**src/design/rwrb_queue.sv**
```systemverilog
module rwrb_queue #(
    parameter int WIDTH = 8
) (
    input  logic             clk,
    input  logic             rst_n,
    input  logic             push,
    input  logic [WIDTH-1:0] push_data,
    output logic             full,
    input  logic             pop,
    output logic             not_empty,
    output logic [WIDTH-1:0] pop_data
);

    // two entries
    logic [WIDTH-1:0] data_reg [2];
    logic             wptr_reg;
    logic             wptr_next;
    logic             rptr_reg;
    logic             rptr_next;
    logic [1:0]       count_reg;
    logic [1:0]       count_next;
    logic             do_push;
    logic             do_pop;

    assign full      = (count_reg == 2'd2);
    assign not_empty = (count_reg != 2'd0);
    assign pop_data  = data_reg[rptr_reg];
    assign do_push   = push && !full;
    assign do_pop    = pop && not_empty;

    always_comb
    begin
        wptr_next  = wptr_reg ^ do_push;
        rptr_next  = rptr_reg ^ do_pop;
        count_next = count_reg + {1'b0, do_push} - {1'b0, do_pop};
    end

    always_ff @(posedge clk or negedge rst_n)
    begin
        if (!rst_n)
        begin
            wptr_reg  <= 1'b0;
            rptr_reg  <= 1'b0;
            count_reg <= 2'd0;
        end
        else
        begin
            wptr_reg  <= wptr_next;
            rptr_reg  <= rptr_next;
            count_reg <= count_next;
        end
    end

    always_ff @(posedge clk)
    begin
        if (do_push)
        begin
            data_reg[wptr_reg] <= push_data;
        end
    end

endmodule

```
**config.mk**
```make
export PLATFORM = sky130hd
export DESIGN_NAME = rwrb_queue
export DESIGN_NICKNAME = d
export VERILOG_FILES = /design/src/design/rwrb_queue.sv
export SDC_FILE = /design/constraint.sdc
export NUM_CORES = 1
export LEC_CHECK = 0
export ABC_AREA = 1
export BUFFER_PORTS_ARGS = -buffer_cell sky130_fd_sc_hd__buf_2
export CAP_MARGIN = 20
export CORE_UTILIZATION = 40
export CTS_CLUSTER_DIAMETER = 100
export DETAILED_ROUTE_END_ITERATION = 16
export GPL_ROUTABILITY_DRIVEN = 0
export SLEW_MARGIN = 20
export SYNTH_ARGS = -nofsm -noshare
export SYNTH_HDL_FRONTEND = slang
export SYNTH_SLANG_ARGS = --single-unit
```
**constraint.sdc**
```tcl
create_clock -name clk -period 2.5 [get_ports clk]
set_input_delay 0.125 -clock clk [delete_from_list [all_inputs] [get_ports clk]]
set_output_delay 0.125 -clock clk [all_outputs]
set_load 0.005 [all_outputs]
```
# Word level (Yosys, flattened, before mapping)
# Memories as Yosys holds them, arrays and structs flattened.
# Index checks and enable logic that the tools add are counted.
# op_classes
bitwise_logic,2
n_mux,2
n_reduce_logical,4
n_eq_ne,1
n_addsub,2
# op_table
cell,n
adder 2 x 1 -> 2 bit,1
"== test 2 bit, second input constant",1
logical AND 1 bit,2
two-way mux 1 bit,2
nonzero test 2 bit,1
subtractor 2 x 1 -> 2 bit,1
XOR 1 bit,2
logical NOT 1 bit,1
# word_totals
ram_bits,16
memories,1
ff_bits,4
wordCells,15
in_bits,12
# memory_table
name,words,word_bits,rd,rd_ports_with_merged_regs,wr,line_no,rtl
data_reg,2,8,1,0,1,15,logic [WIDTH-1:0] data_reg [2];

# Longest topological paths before layout
# depth
depth_word,5
depth_mapped,10
ltp_nobuf,10

# Least setup slack after synthesis
# OpenSTA, ideal clock, no wires.
# synth_path
kind,register to register
startpoint,reg count_reg[0]
endpoint,reg count_reg[1]
required_ps,2384
setup_ps,116
path_slack_ps,1169
t_arrival_ps,1214
period_less_slack_ps,1331
path_stages_with_launch,11
cell_sequence,dfrtp_1 > inv_2 > nand2_4 > nand2_2 > inv_1 > ha_1 > inv_1 > ha_1 > inv_1 > nand2_1 > nand2_1
# synth_lines
item,line_no,rtl
start: declaration,20,logic [1:0] count_reg;
start signal: assignment,50,count_reg <= count_next;
nonzero test 2 bit,26,assign not_empty = (count_reg != 2'd0);
net not_empty,10,"output logic not_empty,"
logical AND 1 bit,29,assign do_pop = pop && not_empty;
subtractor 2 x 1 -> 2 bit,35,"count_next = count_reg + {1'b0, do_push} - {1'b0, do_pop};"
net count_next[1],21,logic [1:0] count_next;
# The timed path passes the listed nets, and every way through them passes these cells.

# Final worst setup path
# layout_path
startpoint,reg rptr_reg
endpoint,out pop_data[1]
# layout_via
elab_chain_len,1
# layout_lines
item,line_no,rtl
start: declaration,18,logic rptr_reg;
start signal: assignment,49,rptr_reg <= rptr_next;
memory (2 x 8 bit),--,
end: declaration,11,output logic [WIDTH-1:0] pop_data
# Every way passes these cells.

==> impl_results.md <==
- Pins Over Slew Limit: 0
- Max reg flops: 16
- Area growth syn-to-layout: 29.8%
- Unrepaired setup endpoints after global routing: no
- Max rail drop VDD: 0.560 mV
- Clock Sinks: 20
- #FFs+latches synth: 20
- Drt wl/cell: 11.3 um
- Sequential-to-total area share from yosys stat: 69.0%
- Number of diodes: 0
- Fin. Hold Viols: 0
- Max incr delay on CP: 0.63 ns
- Total core area: 1960 um^2
- Initial Util: 42.9%
- Worst-Skew Late Latency: 0.30 ns
- Pwr/cell area: around 1100 nW/um^2
- Non-Filler Instances: 130
- FP Rows: 16
- Max cap viols: 0
- Synth Area per Inst: approximately 12 um^2
- H-Tree Depth: 1
- Top area cells in the synthesized netlist: edfxtp_1 57%, nand2_1 13%, dfrtp_1 12%
- Worst Skew: 0.000940 ns
- Initial antenna violation count: 0
- Inst Count DP: 119
- All-Layer GR Usage: 13.0%
- Highest Clock Rate: 701 MHz
- Nets@finish: 120
- Global-route wire length before repair: 1.90 mm
- Run status: complete, no violations
- CTS tree: done
- Global route total overflow: 0
- Slew @ Worst Pin: around 0.44 ns
- Post-DP HPWL: 988 um
- Most frequent cells in the layout: 30 x nand2_1, 21 x buf_2, 16 x edfxtp_1
- Ys Warns: 0
- Worst Path Required: 2.38 ns
- Vias in the first global route: 453
- Vias: 562
- Mapped Cells: 72
- CTS Buf Count: 3
- Vias per cell: approximately 4.3
- Sum Neg Setup Slack: 0 ns
- I/O pins: 22
- Hold/Removal Path Class: input pin to register
- Setup Crit Path Kind: register to primary output
- Slew HR: 70.8%
- Mapped Nets: 88
- Input/output buffers: 21
- CP dominant cell by count: nand2_1
- CP Launch Type: register
- Worst EP arrival: 1.30 ns
- # resized after CTS: 0
- CP max FO: 10
- Final setup viols: 0
- Final ANT Viol Nets: 0
- Post-CTS setup buffer count: 0
- Crit-path slowest cell: dfrtp_1
- Unique cell type count in the Yosys netlist: 13
- Worst setup EP type: primary output
- DRT Wirelength: 1.47 mm
- CP bufs+invs: 2
- Largest area contributor in the netlist: edfxtp_1
- DRT Pass-1 Iters: 4
- Clock-pin slew on the worst setup and hold paths: 0.11 ns
- Largest net degree at the start of global routing: 13
- Final Core Density: 55.6%
- Crit path max-delay family: flip-flops
- Leakage: 0.525 nW
- DRC Markers: 0
- Synth top area share: approximately 57%
- DRC marker count from the first detailed-route iteration: 10
- Fraction of layout cells with a size suffix above 1: 32.0%
- Commonest non-fill, non-tap cell in the layout: nand2_1
- CTS max path bufs: 2
- Period minus WS final: 1.43 ns
- Die Width: 47.8 um
- Tcrit/Tclk final: 57.0%
- Synth Cell Area: about 840 um^2
- CP cell instances: inv_4 -> nand2_1 -> nand2_1 -> buf_2
- Hold WS: 0.00826 ns
- Die area: 2290 um^2
- Die boundary height: 47.8 um
- Clock root cell: clkbuf_4
==> power breakdown <==
group / switching (W) / internal (W) / total, W
sequential: 0.0000666 / 0.000464 / 0.000531
combinational: 0.000221 / 0.000164 / 0.000385
clock: 0.0000992 / 0.000162 / 0.000261
total: 0.000387 / 0.000790 / 0.00118
==> what timing repair did <==
action / 4_1_cts / 5_1_grt
hold endpoints to repair: 16 / 0
hold buffers: 7 / 0
endpoints found under the setup margin: 0 / 0
==> cell type report <==
cell class | count | area [um^2]
fill | 181 | 871
sequential | 20 | 581
multi-input combinational | 41 | 209
timing repair buffer | 28 | 175
inverter | 10 | 40.0
tap | 27 | 33.8
clock inverter | 1 | 30.0
clock buffer | 3 | 22.5
==> routing by layer <==
| layer | track usage, % | vias up | part of all wire, % |
|---|---|---|---|
| met3 | 3.40 | 4 | 3.1 |
| met4 | 8.33 | 0 | 1.7 |
| met2 | 21.1 | 13 | 51 |
| met5 | 0 | - | 0 |
| met1 | 15.1 | 251 | 45 |
| li1 | - | 294 | - |
==> final timing paths <==
path / slack (ns) / startpoint / to / cells after the start
max: 1.07 / rptr_reg / pop_data[1] / 4
min: 0.008 / push_data[1] / data_reg[1][1] / 1
max reg2reg: 1.08 / count_reg[0] / count_reg[1] / 10
min reg2reg: 0.62 / count_reg[1] / count_reg[1] / 3
max in group asynchronous: 2.24 / rst_n / rptr_reg / 2
min in group asynchronous: 0.14 / rst_n / count_reg[0] / 2
==> cell usage after synthesis <==
cell	number
buf_6	1
dfrtp_1	4
edfxtp_1	16
ha_1	4
inv_1	6
inv_2	3
inv_4	1
nand2_1	30
nand2_2	2
nand2_4	1
nand3_1	2
nor2_1	1
o21ai_2	1
==> logic make-up after synthesis <==
logic type	count (synthesis)	share of synthesized area [%]
adders and majority gates	4	5.95
buffers and inverters	11	6.10
and+or+nand+nor	36	17.9
AOI/OAI and AO/OA	1	1.04
DFF	20	69.0
==> worst register-to-register path: cells and delay by family, from the launching register on <==
kind                       cells  cell delay, ns
buffers and inverters          4            0.22
DFF                            1            0.45
adders and majority gates      2            0.42
and+or+nand+nor                4            0.22
==> stage by stage <==
step	area, um^2	setup WS [ns]	power, W
floorplan	841	1.17	0.000786
global placement	968	1.12	0.000906
detailed placement	968	1.09	0.000925
CTS	1090	1.04	0.00120
global route	1090	0.969	0.00127
finish	1090	1.07	0.00118
Power figures use the tool's default switching activity.
