### config.mk
export PLATFORM = sky130hd
export DESIGN_NAME = rwrb_front
export DESIGN_NICKNAME = d
export VERILOG_FILES = /design/src/design/rwrb_pkg.sv /design/src/design/rwrb_front.sv
export SDC_FILE = /design/constraint.sdc
export NUM_CORES = 1
export LEC_CHECK = 0
export BUFFER_PORTS_ARGS = -buffer_cell sky130_fd_sc_hd__buf_2
export CAP_MARGIN = 20
export CORE_UTILIZATION = 46
export CTS_BUF_LIST = sky130_fd_sc_hd__clkbuf_8
export CTS_CLUSTER_DIAMETER = 80
export DETAILED_ROUTE_END_ITERATION = 10
export PLACE_DENSITY = 0.88
export REMOVE_ABC_BUFFERS = 1
export SLEW_MARGIN = 20
export SYNTH_ARGS = -nofsm -noshare
export SYNTH_HDL_FRONTEND = slang
export SYNTH_SLANG_ARGS = --single-unit
export TNS_END_PERCENT = 30
### constraint.sdc
create_clock -name clk -period 28 [get_ports clk]
set_clock_uncertainty 0.2 [all_clocks]
set_input_delay 5.6 -clock clk [delete_from_list [all_inputs] [get_ports clk]]
set_output_delay 5.6 -clock clk [all_outputs]
set_load 0.02 [all_outputs]
### src/design/rwrb_pkg.sv
package rwrb_pkg;

    localparam logic [2:0] FUNC_INSERT = 3'd0;
    localparam logic [2:0] FUNC_REMOVE = 3'd1;
    localparam logic [2:0] FUNC_RAISE  = 3'd2;
    localparam logic [2:0] FUNC_LIST   = 3'd3;
    localparam logic [2:0] FUNC_LOOKUP = 3'd4;

    localparam int FILL_W  = 7;
    localparam int ENTRY_W = 72;

    typedef struct packed {
        logic [2:0]  func;
        logic [7:0]  source_id;
        logic [31:0] seq_index;
        logic [31:0] tag;
        logic [31:0] new_high;
    } in_item_t;

    typedef struct packed {
        logic              ok;
        logic [7:0]        out_source_id;
        logic [31:0]       out_seq_index;
        logic [31:0]       out_tag;
        logic [31:0]       missing_index;
        logic [31:0]       low_mark;
        logic [31:0]       high_mark;
        logic [FILL_W-1:0] fill;
        logic              last;
    } out_item_t;

    typedef enum logic [1:0] {
        ST_IDLE,
        ST_READ,
        ST_SCAN
    } back_state_t;

endpackage

### src/design/rwrb_front.sv
module rwrb_front #(
    parameter int WINDOW_SLOTS = 64
) (
    input  logic                            clk,
    input  logic                            rst_n,
    input  logic                            in_valid,
    output logic                            in_ready,
    input  rwrb_pkg::in_item_t              in_data,
    output logic                            push,
    output rwrb_pkg::in_item_t              push_item,
    output logic [$clog2(WINDOW_SLOTS)-1:0] push_slot,
    input  logic                            full
);

    localparam int AW = $clog2(WINDOW_SLOTS);
    localparam logic [31:0] RECIP = 32'((64'd1 << 32) / WINDOW_SLOTS);
    localparam logic [7:0]  N8    = 8'(WINDOW_SLOTS);

    logic               s1_valid_reg;
    logic               s1_valid_next;
    rwrb_pkg::in_item_t s1_item_reg;
    logic [63:0]        s1_prod_reg;
    logic [31:0]        quot;
    logic [31:0]        rem32;
    logic [7:0]         rem;
    logic               take;

    assign push      = s1_valid_reg && !full;
    assign in_ready  = !s1_valid_reg || !full;
    assign take      = in_valid && in_ready;
    assign push_item = s1_item_reg;

    // seq mod slots by reciprocal, the estimate is at most one short
    always_comb
    begin
        quot  = s1_prod_reg[63:32];
        rem32 = s1_item_reg.seq_index - 32'(quot * 32'(WINDOW_SLOTS));
        rem   = rem32[7:0];
        if (rem >= N8 + N8)
        begin
            rem = rem - N8 - N8;
        end
        else if (rem >= N8)
        begin
            rem = rem - N8;
        end
        push_slot = rem[AW-1:0];
    end

    always_comb
    begin
        s1_valid_next = take || (s1_valid_reg && full);
    end

    always_ff @(posedge clk or negedge rst_n)
    begin
        if (!rst_n)
        begin
            s1_valid_reg <= 1'b0;
        end
        else
        begin
            s1_valid_reg <= s1_valid_next;
        end
    end

    always_ff @(posedge clk)
    begin
        if (take)
        begin
            s1_item_reg <= in_data;
            s1_prod_reg <= in_data.seq_index * RECIP;
        end
    end

endmodule

After elaboration in Yosys (flattened, before gate mapping)
Cells that the tools add are included.
Storage, ports and cells
  word-level logic and storage cells: 20
  register bits after elaboration: 108
  memories: 0
  bits in read-only memories: 0
  bits in latches: 0
  RAM bits: 0
Operators by class
  multiplexer cells: 2
  $add $sub $neg: 3
  equal/unequal tests: 0
  reductions and logical operators: 7
  bitwise operators: 0
  order comparisons: 2
  shift operators: 0
  multipliers: 0
  divide/modulo/power cells: 0
Operators with widths (count)
  6-bit 2-to-1 mux: 2
  6-bit by 1-bit subtractor with 6-bit output, second input constant: 2
  8-bit by 7-bit >= comparator with 1-bit output, second input constant: 1
  8-bit >= comparator, second input constant: 1
  8-bit subtractor: 1
  1-bit logical AND: 3
  1-bit zero test: 2
  1-bit logical OR: 2

Longest topological paths before layout
  depth after elaboration: 4
  depth in mapped cells: 1
  depth with buffers taken out: 1

Worst setup path before layout
No wires, ideal clock.
  path kind: in2reg
  start: input in_valid
  end: register s1_item_reg (netlist bit push_item[0]), enable pin
  buffers on the path: 0
  stages on the path: 1
  path slack: 13.713 ns
  required time: 27.062 ns
  arrival time: 13.349 ns
  cell sequence: a21boi_0
Between the ends
  word-level cells in the longest chain between the ends: 1
Ends and longest elaborated chain
  from (decl): line rwrb_front.sv:6  | input logic in_valid,
  1-bit logical AND: line rwrb_front.sv:30  | assign take = in_valid && in_ready;
  to (signal assigned): line rwrb_front.sv:71  | s1_item_reg <= in_data;
  to (decl): line rwrb_front.sv:21  | rwrb_pkg::in_item_t s1_item_reg;
Every way passes these cells.
A chain may end at the register's enable or synchronous reset.

Worst setup path after layout
  start: input full
  end: output push
Between the ends
  word-level cells in the longest chain between the ends: 2
Ends and longest elaborated chain
  from (decl): line rwrb_front.sv:12  | input logic full
  1-bit zero test: line rwrb_front.sv:28  | assign push = s1_valid_reg && !full;
  1-bit logical AND: line rwrb_front.sv:28
  to (decl): line rwrb_front.sv:9  | output logic push,
Every way passes these cells.

==> flow_summary_export.csv <==
group,metric,value,unit
layout,largest_reg_flops,107,
setup_path,cp_top_family,"buffers and inverters",
placed_design,dp.cells,435,
global_route,grt_pass1_wl,9800,um
sta,tns,0,ns
power,leakagePower,2.03,nW
floorplan,rows,30,
setup_path,max_stage_delay,0.17,ns
layout,finalNetCount,461,
floorplan,io_pins,226,
clocking,clk_root_buffer_cell,"clkbuf_8",
placed_design,gp_congestion,0.791,
sta,setup_viol,0,
global_route,antenna_found_initial,0,
layout,fin_area,0.00472,mm2
logic_synthesis,ys_ff_latch,108,
sta,slew_viol_final,0,
route,antenna_left,0,
route,viasPerCell,4.43,
logic_synthesis,synth_cell_types,7,
global_route,grt_usage,18.9,%
sta,fin_crit,11.82,ns
setup_path,critical_path.max_fanout,4,
logic_synthesis,synth.most_common_cell,"edfxtp_1",
setup_path,critical_path.startpoint_type,"primary input",
clocking,numCtsBuffers,9,
logic_synthesis,synth_top_area_share,97.1,%
clocking,cts.sinks,108,
route,dr.pass1.iters,4,
clocking,cts_tree,"built",
global_route,grt_start_max_net_pins,58,
sta,worst_pin_slew,0.702,ns
route,drc,0,
logic_synthesis,synthTopCellsByCount,"107 x edfxtp_1, 6 x buf_4",
route,drt-initial-drc-count,63,
route,wire_per_inst,16.1,um
clocking,clk_latency,0.35,ns
floorplan,die-area,0.00754,mm2
layout,final_core_util,68.7,%
run,drv_cap,0,
sta,timing.final.hold_violations,0,
clocking,clk_pin_slew,0.10,ns
power,p_per_area,65.6,mW/mm2
setup_path,crit_type,"primary input to primary output",
setup_path,crit_buf_inv,2,
logic_synthesis,syn_inst,118,
floorplan,chipWidth,86.8,um
logic_synthesis,synth.largest_area_cell,"edfxtp_1",
clocking,hold_buffers,0,
setup_path,cp_slowest_cell,"buf_2",
global_route,grt_pass1_vias,1977,
layout,area_delta_synth_final,42.6,%
logic_synthesis,async_flop_share,0.926,%
clocking,htree_num_levels,3,
clocking,cts_buffer_depth,2,
floorplan,dieHeight,86.8,um
layout,n_antenna_cell,0,
logic_synthesis,yosysWarnings,0,
logic_synthesis,netlist_top_cells_area,"edfxtp_1 97%, buf_4 1.4%, dfrtp_1 0.76%",
clocking,cts-resized-gates,0,
clocking,cts_setup_buffers,0,
logic_synthesis,synth_seq_area_share,97.8,%
power,fin_total_pwr,0.309,mW
layout,instances_no_fill,451,
placed_design,portBuffers,225,
setup_path,end_kind,"primary output",
logic_synthesis,synth_edf_count,107,
layout,fillCellCount,470,
global_route,overflow,0,
setup_path,cpMostUsedCell,"buf_2",
sta,timing.fmax,84.6,MHz
status,status,"finished, final reports clean",
floorplan,initial_core_util,48.2,%
sta,rsz0062_at_grt,"false",
sta,slew_headroom,53.2,%
power,vdd_drop_max,0.0000386,V
setup_path,critPathRequiredTime,22.20,ns
floorplan,core-area,0.00687,mm2
setup_path,cp.arrival,6.02,ns
sta,fin_crit_sh,42.2,%
logic_synthesis,synthFlopType,"edfxtp_1",
setup_path,worstPathCellList,"buf_2 > nor2b_1 > buf_2",
route,drt-total-wl,7270,um
min_path,hold_class,"flop to flop",
layout,layout-drive-gt1-share,68.7,%
placed_design,place_area,0.00454,mm2
logic_synthesis,synthesis.area,0.00331,mm2
route,num_vias,1999,
logic_synthesis,post_synth.cell_area_avg,28.0,um2
==> layout by cell type (no fill, tap or decap), types with 2 or more instances in the layout <==
cell type,Yosys,routed
buf_2,0,225
edfxtp_1,107,107
clkbuf_8,0,9
inv_6,0,3
buf_4,6,2
==> cell type report <==
cell class / instances / area [um2] / share of cell area, %
well taps: 96 / 120 / 2.55
clock inverters: 7 / 57.6 / 1.22
flip-flops and latches: 108 / 3240 / 68.6
multi-input cells: 4 / 37.5 / 0.796
clock buffers: 9 / 124 / 2.63
repair buffers: 227 / 1140 / 24.2
==> power by group <==
group	switching (mW)	internal, mW
sequential	0.00214	0.188
clock	0.0525	0.0338
combinational	0.0211	0.0116
==> per-layer routing <==
metal	share of wire, %	vias to the layer above	track usage, %
met5	0	-	0
met4	1.8	0	6.67
met3	10	10	9.33
met2	57	117	35.4
met1	31	946	17.3
li1	-	926	-
==> through the flow <==
step	hold slack (ns)	setup WS (ns)
floorplan	0.292	13.71
global placement	0.377	16.20
detailed placement	0.425	16.19
CTS	0.455	16.19
global route	0.477	16.16
finish	0.464	16.18
==> path summary, 6_finish.rpt <==
path	start	to	slack, ns	cells after the start
setup / recovery	full	push	16.18	3
hold / removal	s1_valid_reg	s1_valid_reg	0.46	1
setup reg to reg	s1_valid_reg	push_item[41]	26.18	2
hold reg to reg	s1_valid_reg	s1_valid_reg	0.46	1
max in group asynchronous	rst_n	s1_valid_reg	22.71	1
min in group asynchronous	rst_n	s1_valid_reg	4.80	1
==> cell families (layout without fill, tap and decap cells) <==
| kind of cell | after synthesis | in the layout | synth area share, % |
|---|---|---|---|
| buf+inv | 6 | 243 | 1.36 |
| flops | 108 | 108 | 97.8 |
| simple gates | 2 | 2 | 0.302 |
| compound gates | 2 | 2 | 0.492 |
Note: power is estimated with default switching activity, not from simulation.
